## config.mk

```make
export PLATFORM = sky130hd
export DESIGN_NAME = lidar_packet_sample_decoder
export DESIGN_NICKNAME = d
export VERILOG_FILES = /design/src/design/lpsd_pkg.sv /design/src/design/lidar_packet_sample_decoder.sv /design/src/design/lpsd_ctrl.sv /design/src/design/lpsd_dp.sv
export VERILOG_INCLUDE_DIRS = /design/src /design/src/design
export SDC_FILE = /design/constraint.sdc
export NUM_CORES = 1
export LEC_CHECK = 0
export ABC_AREA = 1
export ABC_CLOCK_PERIOD_IN_PS = 6900
export BUFFER_PORTS_ARGS = -buffer_cell sky130_fd_sc_hd__buf_2
export CORE_UTILIZATION = 68
export CTS_CLUSTER_DIAMETER = 120
export DETAILED_ROUTE_END_ITERATION = 8
export GPL_ROUTABILITY_DRIVEN = 0
export PLACE_DENSITY = 0.87
export RECOVER_POWER = 50
export SLEW_MARGIN = 15
export SYNTH_ARGS = -nofsm -noshare
export SYNTH_HDL_FRONTEND = slang
export SYNTH_SLANG_ARGS = --single-unit
```

## constraint.sdc

```tcl
create_clock -name clk -period 6.9 [get_ports clk]
set_input_delay 1.38 -clock clk [delete_from_list [all_inputs] [get_ports clk]]
set_output_delay 1.38 -clock clk [all_outputs]
set_load 0.01 [all_outputs]
```

## src/design/lidar_packet_sample_decoder_assert.svh

```systemverilog
// ----------------------------------------------------------------------------
// lidar_packet_sample_decoder_assert.svh
// Assertion macros shared by the sample decoder RTL.
// ----------------------------------------------------------------------------
`ifndef LIDAR_PACKET_SAMPLE_DECODER_ASSERT_SVH
`define LIDAR_PACKET_SAMPLE_DECODER_ASSERT_SVH

`ifndef NO_ASSERTIONS
// same-cycle implication, clocked on clk, idle while rst_n is low
`define LPSD_ASSERT_IMP(lbl, ante, cons) \
  lbl: assert property (@(posedge clk) disable iff (!rst_n) (ante) |-> (cons)) \
    else $error("lpsd assertion failed");
// next-cycle implication
`define LPSD_ASSERT_NXT(lbl, ante, cons) \
  lbl: assert property (@(posedge clk) disable iff (!rst_n) (ante) |=> (cons)) \
    else $error("lpsd assertion failed");
`else
`define LPSD_ASSERT_IMP(lbl, ante, cons)
`define LPSD_ASSERT_NXT(lbl, ante, cons)
`endif

`endif

```

## src/design/lpsd_pkg.sv

```systemverilog
// ----------------------------------------------------------------------------
// lpsd_pkg
// Types and constants for the lidar packet sample decoder.
// ----------------------------------------------------------------------------
package lpsd_pkg;

  localparam logic [7:0]  HDR_FIRST  = 8'hAA;
  localparam logic [7:0]  HDR_SECOND = 8'h55;

  // angles in 1/64 degree
  localparam int unsigned SPAN_W    = 15;
  localparam logic [SPAN_W-1:0] FULL_TURN = 15'd23040;
  localparam logic [16:0] HALF_TURN = 17'd11520;

  localparam int unsigned PROD_W    = 23;  // span * index
  localparam int unsigned DIV_STEPS = PROD_W;
  localparam int unsigned CNT_W     = 5;

  localparam int unsigned CFG_IDX_W  = 2;
  localparam int unsigned CFG_DATA_W = 16;
  localparam logic [CFG_IDX_W-1:0] CFG_MAX_SAMPLES = 2'd0;
  localparam logic [CFG_IDX_W-1:0] CFG_MIN_DIST    = 2'd1;

  localparam logic [7:0]  MAX_SAMPLES_RST = 8'd120;
  localparam logic [15:0] MIN_DIST_RST    = 16'd80;

  typedef enum logic [1:0] {
    PH_WAIT1,
    PH_WAIT2,
    PH_META,
    PH_PAYLOAD
  } parse_phase_t;

  typedef enum logic [1:0] {
    CS_IDLE,
    CS_MUL,
    CS_DIV,
    CS_DONE
  } calc_state_t;

  typedef struct packed {
    logic       ld_first_lo;
    logic       ld_first_hi;
    logic       ld_last_lo;
    logic       ld_last_hi;
    logic       ld_dist_lo;
    logic       ld_dist_hi;
    logic       calc_start;
    logic       calc_mul;
    logic       div_step;
    logic       emit;
    logic [7:0] sample_idx;
    logic [7:0] sample_total;
  } dp_cmd_t;

  typedef struct packed {
    logic dist_gt;
  } dp_status_t;

endpackage

```

## src/design/lidar_packet_sample_decoder.sv

```systemverilog
// A sample byte that yields a result stalls the input for 1 multiply, 23 divider
// steps and 1 result load, result valid on the cycle after. Throughput is bounded
// by the 1-bit-per-cycle serial divider.
// A result waiting at the output does not block bytes unless the next one is due.
// Reset (rst_n, synchronous, active low) returns the parser to the header hunt and
// restores max_samples to 120 and min_distance_raw to 80.
// ----------------------------------------------------------------------------
// lidar_packet_sample_decoder
// Byte-serial AA 55 lidar packet parser giving per-sample angle and distance.
// ----------------------------------------------------------------------------
`include "lidar_packet_sample_decoder_assert.svh"

module lidar_packet_sample_decoder (
  input  logic                            clk,
  input  logic                            rst_n,
  input  logic                            cfg_we,
  input  logic [lpsd_pkg::CFG_IDX_W-1:0]  cfg_index,
  input  logic [lpsd_pkg::CFG_DATA_W-1:0] cfg_wdata,
  input  logic                            in_valid,
  output logic                            in_stall,
  input  logic [7:0]                      in_rx_byte,
  output logic                            out_valid,
  input  logic                            out_stall,
  output logic [15:0]                     out_angle,
  output logic [15:0]                     out_distance_raw,
  output logic                            out_revolution_start,
  output logic                            out_previous_scan_complete
);
  import lpsd_pkg::*;

  dp_cmd_t    cmd;
  dp_status_t status;

  lpsd_ctrl u_ctrl (
    .clk       (clk),
    .rst_n     (rst_n),
    .cfg_we    (cfg_we),
    .cfg_index (cfg_index),
    .cfg_wdata (cfg_wdata),
    .in_valid  (in_valid),
    .in_stall  (in_stall),
    .in_rx_byte(in_rx_byte),
    .out_valid (out_valid),
    .out_stall (out_stall),
    .cmd       (cmd),
    .status    (status)
  );

  lpsd_dp u_dp (
    .clk                       (clk),
    .rst_n                     (rst_n),
    .cfg_we                    (cfg_we),
    .cfg_index                 (cfg_index),
    .cfg_wdata                 (cfg_wdata),
    .in_rx_byte                (in_rx_byte),
    .cmd                       (cmd),
    .status                    (status),
    .out_angle                 (out_angle),
    .out_distance_raw          (out_distance_raw),
    .out_revolution_start      (out_revolution_start),
    .out_previous_scan_complete(out_previous_scan_complete)
  );

  // no request is taken while a sample calculation is in flight
  `LPSD_ASSERT_IMP(a_no_accept_in_div, cmd.div_step || cmd.emit, in_stall)
  `LPSD_ASSERT_NXT(a_calc_stalls, cmd.calc_start, in_stall)
  `LPSD_ASSERT_NXT(a_emit_valid, cmd.emit, out_valid)
  `LPSD_ASSERT_IMP(a_emit_no_overwrite, cmd.emit, !out_valid || !out_stall)

endmodule

```

## src/design/lpsd_ctrl.sv

```systemverilog
// ----------------------------------------------------------------------------
// lpsd_ctrl
// Packet parser and sample calculation sequencer.
// ----------------------------------------------------------------------------
module lpsd_ctrl (
  input  logic                            clk,
  input  logic                            rst_n,
  input  logic                            cfg_we,
  input  logic [lpsd_pkg::CFG_IDX_W-1:0]  cfg_index,
  input  logic [lpsd_pkg::CFG_DATA_W-1:0] cfg_wdata,
  input  logic                            in_valid,
  output logic                            in_stall,
  input  logic [7:0]                      in_rx_byte,
  output logic                            out_valid,
  input  logic                            out_stall,
  output lpsd_pkg::dp_cmd_t               cmd,
  input  lpsd_pkg::dp_status_t            status
);
  import lpsd_pkg::*;

  parse_phase_t phase_r, phase_nxt;
  calc_state_t  cstate_r, cstate_nxt;
  logic [2:0]       hdr_pos_r, hdr_pos_nxt;
  logic [1:0]       sbp_r, sbp_nxt;
  logic [7:0]       idx_r, idx_nxt;
  logic [7:0]       total_r, total_nxt;
  logic [7:0]       max_samples_r;
  logic [CNT_W-1:0] div_cnt_r, div_cnt_nxt;
  logic             out_valid_r, out_valid_nxt;
  logic             accept;
  logic [7:0]       idx_inc;

  assign in_stall  = (cstate_r != CS_IDLE);
  assign accept    = in_valid && !in_stall;
  assign out_valid = out_valid_r;
  assign idx_inc   = idx_r + 8'd1;

  always_ff @(posedge clk) begin
    if (!rst_n) begin
      max_samples_r <= MAX_SAMPLES_RST;
    end else if (cfg_we && cfg_index == CFG_MAX_SAMPLES) begin
      max_samples_r <= cfg_wdata[7:0];
    end
  end

  always_ff @(posedge clk) begin
    if (!rst_n) begin
      phase_r     <= PH_WAIT1;
      cstate_r    <= CS_IDLE;
      hdr_pos_r   <= 3'd0;
      sbp_r       <= 2'd0;
      idx_r       <= 8'd0;
      total_r     <= 8'd0;
      div_cnt_r   <= '0;
      out_valid_r <= 1'b0;
    end else begin
      phase_r     <= phase_nxt;
      cstate_r    <= cstate_nxt;
      hdr_pos_r   <= hdr_pos_nxt;
      sbp_r       <= sbp_nxt;
      idx_r       <= idx_nxt;
      total_r     <= total_nxt;
      div_cnt_r   <= div_cnt_nxt;
      out_valid_r <= out_valid_nxt;
    end
  end

  always_comb begin
    phase_nxt     = phase_r;
    cstate_nxt    = cstate_r;
    hdr_pos_nxt   = hdr_pos_r;
    sbp_nxt       = sbp_r;
    idx_nxt       = idx_r;
    total_nxt     = total_r;
    div_cnt_nxt   = div_cnt_r;
    out_valid_nxt = out_valid_r;
    cmd              = '0;
    cmd.sample_idx   = idx_r;
    cmd.sample_total = total_r;

    if (out_valid_r && !out_stall) begin
      out_valid_nxt = 1'b0;
    end

    // byte parser, only runs while no sample calculation is in flight
    if (accept) begin
      case (phase_r)
        PH_WAIT1: begin
          if (in_rx_byte == HDR_FIRST) begin
            phase_nxt = PH_WAIT2;
          end
        end
        PH_WAIT2: begin
          if (in_rx_byte == HDR_SECOND) begin
            phase_nxt   = PH_META;
            hdr_pos_nxt = 3'd0;
          end else if (in_rx_byte != HDR_FIRST) begin
            phase_nxt = PH_WAIT1;
          end
        end
        PH_META: begin
          if (hdr_pos_r == 3'd0) begin
            hdr_pos_nxt = 3'd1;  // type byte skipped
          end else if (in_rx_byte == 8'd0 || in_rx_byte > max_samples_r) begin
            phase_nxt   = PH_WAIT1;
            hdr_pos_nxt = 3'd0;
            idx_nxt     = 8'd0;
            sbp_nxt     = 2'd0;
          end else begin
            total_nxt   = in_rx_byte;
            idx_nxt     = 8'd0;
            sbp_nxt     = 2'd0;
            hdr_pos_nxt = 3'd0;
            phase_nxt   = PH_PAYLOAD;
          end
        end
        PH_PAYLOAD: begin
          if (hdr_pos_r < 3'd4) begin
            case (hdr_pos_r)
              3'd0:    cmd.ld_first_lo = 1'b1;
              3'd1:    cmd.ld_first_hi = 1'b1;
              3'd2:    cmd.ld_last_lo  = 1'b1;
              default: cmd.ld_last_hi  = 1'b1;
            endcase
            hdr_pos_nxt = hdr_pos_r + 3'd1;
          end else begin
            case (sbp_r)
              2'd0: begin
                cmd.ld_dist_lo = 1'b1;
                sbp_nxt        = 2'd1;
              end
              2'd1: begin
                cmd.ld_dist_hi = 1'b1;
                sbp_nxt        = 2'd2;
              end
              default: begin
                if (status.dist_gt) begin
                  cmd.calc_start = 1'b1;
                  cstate_nxt     = CS_MUL;
                end
                sbp_nxt = 2'd0;
                idx_nxt = idx_inc;
                if (idx_inc >= total_r) begin
                  phase_nxt   = PH_WAIT1;
                  hdr_pos_nxt = 3'd0;
                  idx_nxt     = 8'd0;
                end
              end
            endcase
          end
        end
        default: phase_nxt = PH_WAIT1;
      endcase
    end

    case (cstate_r)
      CS_IDLE: ;
      CS_MUL: begin
        cmd.calc_mul = 1'b1;
        div_cnt_nxt  = '0;
        cstate_nxt   = CS_DIV;
      end
      CS_DIV: begin
        cmd.div_step = 1'b1;
        div_cnt_nxt  = div_cnt_r + CNT_W'(1);
        if (div_cnt_r == CNT_W'(DIV_STEPS - 1)) begin
          cstate_nxt = CS_DONE;
        end
      end
      CS_DONE: begin
        // hold the result until the output register is free
        if (!out_valid_r || !out_stall) begin
          cmd.emit      = 1'b1;
          out_valid_nxt = 1'b1;
          cstate_nxt    = CS_IDLE;
        end
      end
      default: cstate_nxt = CS_IDLE;
    endcase
  end

endmodule

```

## src/design/lpsd_dp.sv

```systemverilog
// ----------------------------------------------------------------------------
// lpsd_dp
// Angle/distance registers, span multiply, serial divider and result register.
// ----------------------------------------------------------------------------
module lpsd_dp (
  input  logic                            clk,
  input  logic                            rst_n,
  input  logic                            cfg_we,
  input  logic [lpsd_pkg::CFG_IDX_W-1:0]  cfg_index,
  input  logic [lpsd_pkg::CFG_DATA_W-1:0] cfg_wdata,
  input  logic [7:0]                      in_rx_byte,
  input  lpsd_pkg::dp_cmd_t               cmd,
  output lpsd_pkg::dp_status_t            status,
  output logic [15:0]                     out_angle,
  output logic [15:0]                     out_distance_raw,
  output logic                            out_revolution_start,
  output logic                            out_previous_scan_complete
);
  import lpsd_pkg::*;

  logic [15:0]       min_dist_r;
  logic [7:0]        first_lo_r, first_hi_r, last_lo_r, last_hi_r;
  logic [7:0]        dist_lo_r, dist_hi_r;
  logic [SPAN_W-1:0] start_r, span_r;
  logic [7:0]        mul_idx_r, divisor_r;
  logic [PROD_W-1:0] quo_r;
  logic [7:0]        rem_r;
  logic [15:0]       prev_angle_r;
  logic              boundary_r;
  logic [15:0]       angle_q_r, dist_q_r;
  logic              rev_q_r, done_q_r;

  logic [SPAN_W-1:0] start_w, end_w, span_w;
  logic [8:0]        rem_sh;
  logic              rem_ge;
  logic [15:0]       angle_w;
  logic              rev_w;

  assign status.dist_gt = {dist_hi_r, dist_lo_r} > min_dist_r;

  assign start_w = {first_hi_r, first_lo_r[7:1]};
  assign end_w   = {last_hi_r, last_lo_r[7:1]};
  assign span_w  = (end_w >= start_w) ? (end_w - start_w)
                                      : (end_w + FULL_TURN - start_w);

  assign rem_sh  = {rem_r, quo_r[PROD_W-1]};
  assign rem_ge  = rem_sh >= {1'b0, divisor_r};
  assign angle_w = {1'b0, start_r} + {1'b0, quo_r[SPAN_W-1:0]};
  assign rev_w   = ({1'b0, angle_w} + HALF_TURN) < {1'b0, prev_angle_r};

  always_ff @(posedge clk) begin
    if (!rst_n) begin
      min_dist_r <= MIN_DIST_RST;
    end else if (cfg_we && cfg_index == CFG_MIN_DIST) begin
      min_dist_r <= cfg_wdata;
    end
  end

  always_ff @(posedge clk) begin
    if (cmd.ld_first_lo) first_lo_r <= in_rx_byte;
    if (cmd.ld_first_hi) first_hi_r <= in_rx_byte;
    if (cmd.ld_last_lo)  last_lo_r  <= in_rx_byte;
    if (cmd.ld_last_hi)  last_hi_r  <= in_rx_byte;
    if (cmd.ld_dist_lo)  dist_lo_r  <= in_rx_byte;
    if (cmd.ld_dist_hi)  dist_hi_r  <= in_rx_byte;
    if (cmd.calc_start) begin
      start_r   <= start_w;
      span_r    <= span_w;
      mul_idx_r <= cmd.sample_idx;
      // a single-sample packet has index 0, so dividing by one gives start
      divisor_r <= (cmd.sample_total <= 8'd1) ? 8'd1 : cmd.sample_total - 8'd1;
    end
    if (cmd.calc_mul) begin
      quo_r <= PROD_W'(span_r) * PROD_W'(mul_idx_r);
      rem_r <= 8'd0;
    end else if (cmd.div_step) begin
      quo_r <= {quo_r[PROD_W-2:0], rem_ge};
      rem_r <= rem_ge ? 8'(rem_sh - {1'b0, divisor_r}) : rem_sh[7:0];
    end
    if (cmd.emit) begin
      angle_q_r <= angle_w;
      dist_q_r  <= {dist_hi_r, dist_lo_r};
      rev_q_r   <= rev_w;
      done_q_r  <= rev_w && boundary_r;
    end
  end

  always_ff @(posedge clk) begin
    if (!rst_n) begin
      prev_angle_r <= 16'd0;
      boundary_r   <= 1'b0;
    end else if (cmd.emit) begin
      prev_angle_r <= angle_w;
      if (rev_w) begin
        boundary_r <= 1'b1;
      end
    end
  end

  assign out_angle                  = angle_q_r;
  assign out_distance_raw           = dist_q_r;
  assign out_revolution_start       = rev_q_r;
  assign out_previous_scan_complete = done_q_r;

endmodule

```

# Word-level counts from Yosys, hierarchy flattened
# Index checks and enable logic that the tools add are counted.
[word_totals]
out_inout_bits = 36
inputBits = 31
mem_bits_ro = 0
mem_count = 0
elab_cells = 156
ramBits = 0
register_bits = 231
latchBits = 0
[classes]
multipliers = 1
n_lt_le_gt_ge = 8
addsub = 10
reduce_logical = 28
n_div = 0
n_eq_ne = 23
n_shift = 0
bitwise = 2
mux = 56
[op_table]
columns = ["op", "n"]
rows = [
  ["23-bit two-way mux", 2],
  ["8-bit two-way mux", 5],
  ["2-bit two-way mux", 17],
  ["15-bit subtractor", 2],
  ["15-bit by 8-bit multiplier with 23-bit output", 1],
  ["16-bit by 14-bit adder with 17-bit output, second input constant", 1],
  ["17-bit by 16-bit less-than comparator with 1-bit output", 1],
  ["15-bit by 15-bit adder with 16-bit output", 1],
  ["16-bit > comparator", 1],
  ["1-bit two-way mux", 16],
  ["8-bit case mux with 2 select lines", 1],
  ["15-bit adder, second input constant", 1],
  ["15-bit >= comparator", 1],
  ["15-bit two-way mux", 1],
  ["3-bit two-way mux", 5],
  ["7-bit two-way mux", 2],
  ["5-bit case mux with 2 select lines", 1],
  ["5-bit AND reduction", 2],
  ["9-bit by 8-bit >= comparator with 1-bit output", 1],
  ["3-bit case mux with 3 select lines", 1],
  ["8-bit by 1-bit adder with 8-bit output, second input constant", 1],
  ["2-bit by 1-bit equality test with 1-bit output, second input constant", 4],
  ["2-bit equality test, second input constant", 4],
  ["8-bit by 7-bit equality test with 1-bit output, second input constant", 1],
  ["other kinds (35)", 55],
]

# Longest topological paths before layout
[logic_depth]
word_depth = 8
depth_mapped = 23
ltp_nobuf = 23

# Modules after synthesis
# Synthesis repeated with hierarchy kept, for this count alone.
[hier_totals]
hier_cells = 2027
area_unflattened_um2 = 16976.3
[modules_own_cells]
columns = ["module", "cells_per_inst", "area_per_inst_um2", "seq_area_each_um2", "n_inst"]
rows = [
  ["lpsd_dp", 1648, 14418.8, 5295.1, 1],
  ["lpsd_ctrl", 379, 2557.5, 780.7, 1],
]

# Worst setup path before layout
# OpenSTA, ideal clock, no wires.
[synth_timing]
path_kind = "reg2reg"
startpoint = "register u_dp.mul_idx_r[7]"
endpoint = "register u_dp.quo_r[18] (data pin)"
setup_ns = 0.254
stages_incl_launch_ff = 22
required_time_ns = 6.646
setup_slack_ns = 2.284
synth_period_minus_slack_ns = 4.616
arrival_time_ns = 4.363
path_buffers = 1
cell_sequence = "edfxtp_1 > clkbuf_1 > nand2_1 > fa_1 > fa_1 > inv_1 > fa_1 > inv_1 > fa_1 > inv_1 > ha_1 > a21oi_1 > o21ai_0 > a21oi_1 > nand2_1 > nand2_1 > nand2_1 > nand2_1 > nand2_1 > or2_0 > nand3_1 > nand2_1"
[synth_via]
elab_chain_len = 2
[synth_rtl]
columns = ["element", "line", "rtl"]
rows = [
  ["start: declaration", "lpsd_dp.sv:25", "logic [7:0] mul_idx_r, divisor_r;"],
  ["start signal: assignment", "lpsd_dp.sv:69", "mul_idx_r <= cmd.sample_idx;"],
  ["15-bit by 8-bit multiplier with 23-bit output", "lpsd_dp.sv:74", "quo_r <= PROD_W'(span_r) * PROD_W'(mul_idx_r);"],
  ["23-bit two-way mux", "lpsd_dp.sv:73", "if (cmd.calc_mul) begin"],
  ["end signal: assignment", "lpsd_dp.sv:74", ""],
  ["end signal: assignment", "lpsd_dp.sv:77", "quo_r <= {quo_r[PROD_W-2:0], rem_ge};"],
  ["end: declaration", "lpsd_dp.sv:26", "logic [PROD_W-1:0] quo_r;"],
]
# Every way passes these cells.
# A chain may end at the register's enable or synchronous reset.

# Final worst setup path
[layout_timing]
startpoint = "register u_dp.mul_idx_r[4]"
endpoint = "register u_dp.quo_r[15] (data pin)"
# Same word-level chain as after synthesis.

==> out/results.ini <==
[timing]
whs_ns = 0.453
fin_setup_tns_ns = 0
slew_violations = 40
rsz0062_at_grt = false
period_share_pct = 73.0
setup_viol = 0
finalHoldViolCount = 0
tightestPinTransition_ns = 1.67
period_needed_ns = 5.04
slew_headroom_pct = -11.3
skew_ns = 0.0188
max_clock_freq_mhz = 198

[layout]
drive_above_1_share_pct = 6.23
area_growth_pct = 8.20
fillers = 1501
n_antenna_cell = 0
design_area_um2 = 18100
final_util_pct = 76.1
stdcell_count = 2374
nets = 2318

[routing]
wl_per_cell_um = 16.8
drt_first_pass_iters = 5
drt_wl_total_um = 39900
ant_nets = 0
via_count = 13700
drcViolationCount = 0
viasPerCell = 5.76
drt_iter0_drc = 1342

[grt]
grt_max_degree = 40
grt_pass1_wl_um = 65300
grtUsageTotal_pct = 32.1
antenna_found_initial = 0
grt-ovfl-total = 0
grt_pass1_vias = 13600

[place]
dp_hpwl_um = 29600
placedCellCount = 2328
port_buffers = 66
placed_area_um2 = 17300

[die]
ioPinCount = 67
start_util_pct = 70.3
rows = 56
die_w_um = 159
die-area_um2 = 25200
coreArea_um2 = 23800
fp.dieH_um = 159

[clocking]
clk_latency_ns = 0.54
clock-root-buffer = clkbuf_16
clock_sinks = 229
ctsHoldBuffers = 0
clk_pin_slew_ns = 0.06
clk_path_buf_depth = 3
ctsResizeCount = 0
tritoncts = done
htreeDepth = 1
cts_buffers = 25
cts_setup_buffers = 0

[synthesis]
synth_cell_types = 54
yosysTopAreaCellShare_pct = 26.8
synth_cells = 1982
synthMostInstantiatedCell = inv_1
synth_ff_type = edfxtp_1
synth_top_area_cell = edfxtp_1
syn_nets = 2264
synth_common_cells = inv_1, nand2_1, ha_1, edfxtp_1, a21oi_1
synthTopCellsByArea = edfxtp_1, ha_1, fa_1, inv_1, dfxtp_1
async_flop_share_pct = 0
syn-cell-area_um2 = 16700
synth-seq-cells = 229
synth_enable_flop_cells = 149
synth_area_per_cell_um2 = 8.43
ys_seq_area_share_pct = 36.4
ys_warn_count = 0

[power]
leakage_nw = 9.31
pwr-share-comb_pct = 5.4
peakVddDrop_uv = 201
p_seq_share_pct = 49.2
sw_frac_of_total_pct = 22.4
p_int_w = 0.00234
powerDensity_nw_per_um2 = 167
p_switching_w = 0.000674
clkPwrFrac_pct = 45.4

[outcome]
violations = capacitance limit, slew limit
run_status = complete, but fails checks

[job]
drv_cap = 1

[critical_path]
critPathKind = reg2reg
cp.required_ns = 7.17
cp.arrival_ns = 5.31
crit_fanout = 15
worst_setup_path_start_kind = register
cp-end-kind = register

[hold_path]
min_path_type = reg2reg

-- area by class of cell --
class	count	area (um2)	share of cell area (%)
clock inverters	10	124	0.685
flip-flops and latches	229	6080	33.6
repair buffers	72	357	1.97
clock buffers	36	728	4.03
multi-input cells	1248	8660	47.9
inverters	460	1730	9.55
well taps	319	399	2.21
-- cells by family after synthesis --
| logic type | count (synthesis) | share of synthesized area (%) |
|---|---|---|
| and+or+nand+nor | 638 | 16.2 |
| DFF | 229 | 36.4 |
| buffers and inverters | 505 | 11.5 |
| xor gates and xnor gates | 48 | 2.61 |
| AOI/OAI and AO/OA | 311 | 10.3 |
| adders and majority gates | 251 | 22.9 |
-- metal layers --
| metal | part of all wire (%) | up-vias | GRT usage, % |
|---|---|---|---|
| li1 | - | 6399 | - |
| met1 | 38 | 6386 | 39.4 |
| met2 | 49 | 718 | 56.0 |
| met3 | 8.2 | 165 | 4.65 |
| met4 | 4.4 | 0 | 14.0 |
| met5 | 0 | - | 0 |
-- final timing paths --
| kind | from | end | slack, ns | cells past startpoint |
|---|---|---|---|---|
| setup / recovery | u_dp.mul_idx_r[4] | u_dp.quo_r[15] | 1.86 | 20 |
| hold / removal | u_dp.dist_lo_r[0] | u_dp.out_distance_raw[0] | 0.45 | 0 |
| setup reg to reg | u_dp.mul_idx_r[4] | u_dp.quo_r[15] | 1.86 | 20 |
| hold reg to reg | u_dp.dist_lo_r[0] | u_dp.out_distance_raw[0] | 0.45 | 0 |
-- placed cells by master, fill, tap and decap left out, drive strengths merged, types with 13 or more instances in the layout --
master / instances
a21oi: 140
nand3: 63
ha: 159
nor3: 18
fa: 92
o211ai: 18
clkbuf: 47
nand2: 413
xnor2: 13
edfxtp: 149
dfxtp: 80
o21ai: 110
xor2: 35
nor2: 98
inv: 462
nand4: 21
buf: 61
-- registers in the layout, summed over array words and instances, names as in the netlist, 8 cells and up --
name and flops:
u_dp.mul_idx_r 8, u_dp.rem_r 8, u_dp.out_distance_raw 16, u_dp.dist_lo_r 8, u_dp.dist_hi_r 8, u_dp.divisor_r 8, u_dp.out_angle 16, u_dp.span_r 15
u_dp.min_dist_r 16, u_dp.quo_r 23, u_ctrl.max_samples_r 8, u_ctrl.total_r 8, u_dp.last_hi_r 8, u_dp.prev_angle_r 16, u_dp.first_hi_r 8, u_ctrl.idx_r 8
u_dp.start_r 15
-- critical path, stage by stage (launching register included) --
cell and delay [ns]:
edfxtp_1 0.71, nand2_1 0.18, fa_1 0.52, fa_1 0.52, inv_1 0.07, fa_1 0.54
inv_1 0.06, fa_1 0.53, inv_1 0.04, ha_1 0.34, nand2_1 0.13, inv_1 0.05
a21oi_1 0.31, inv_1 0.07, nand2_1 0.07, nand2_1 0.11, nand3_1 0.09, nand2_1 0.07
or2_0 0.22, nand3_1 0.08, nand2_1 0.06
-- power by group through the flow --
| stage | Sequential, W | Combinational (W) | Clock, W |
|---|---|---|---|
| global placement | 0.00151 | 0.000145 | 0 |
| finish | 0.00148 | 0.000163 | 0.00137 |
| detailed placement | 0.00151 | 0.000157 | 0 |
| CTS | 0.00148 | 0.000161 | 0.00138 |
| global route | 0.00148 | 0.000181 | 0.00142 |
| floorplan | 0.00150 | 0.000116 | 0 |
-- metrics by stage --
step / setup slack [ns] / power (W)
floorplan: 2.28 / 0.00162
global placement: 2.14 / 0.00165
detailed placement: 1.97 / 0.00167
CTS: 1.95 / 0.00302
global route: 1.58 / 0.00309
finish: 1.86 / 0.00301
(Power assumes the default switching activity.)
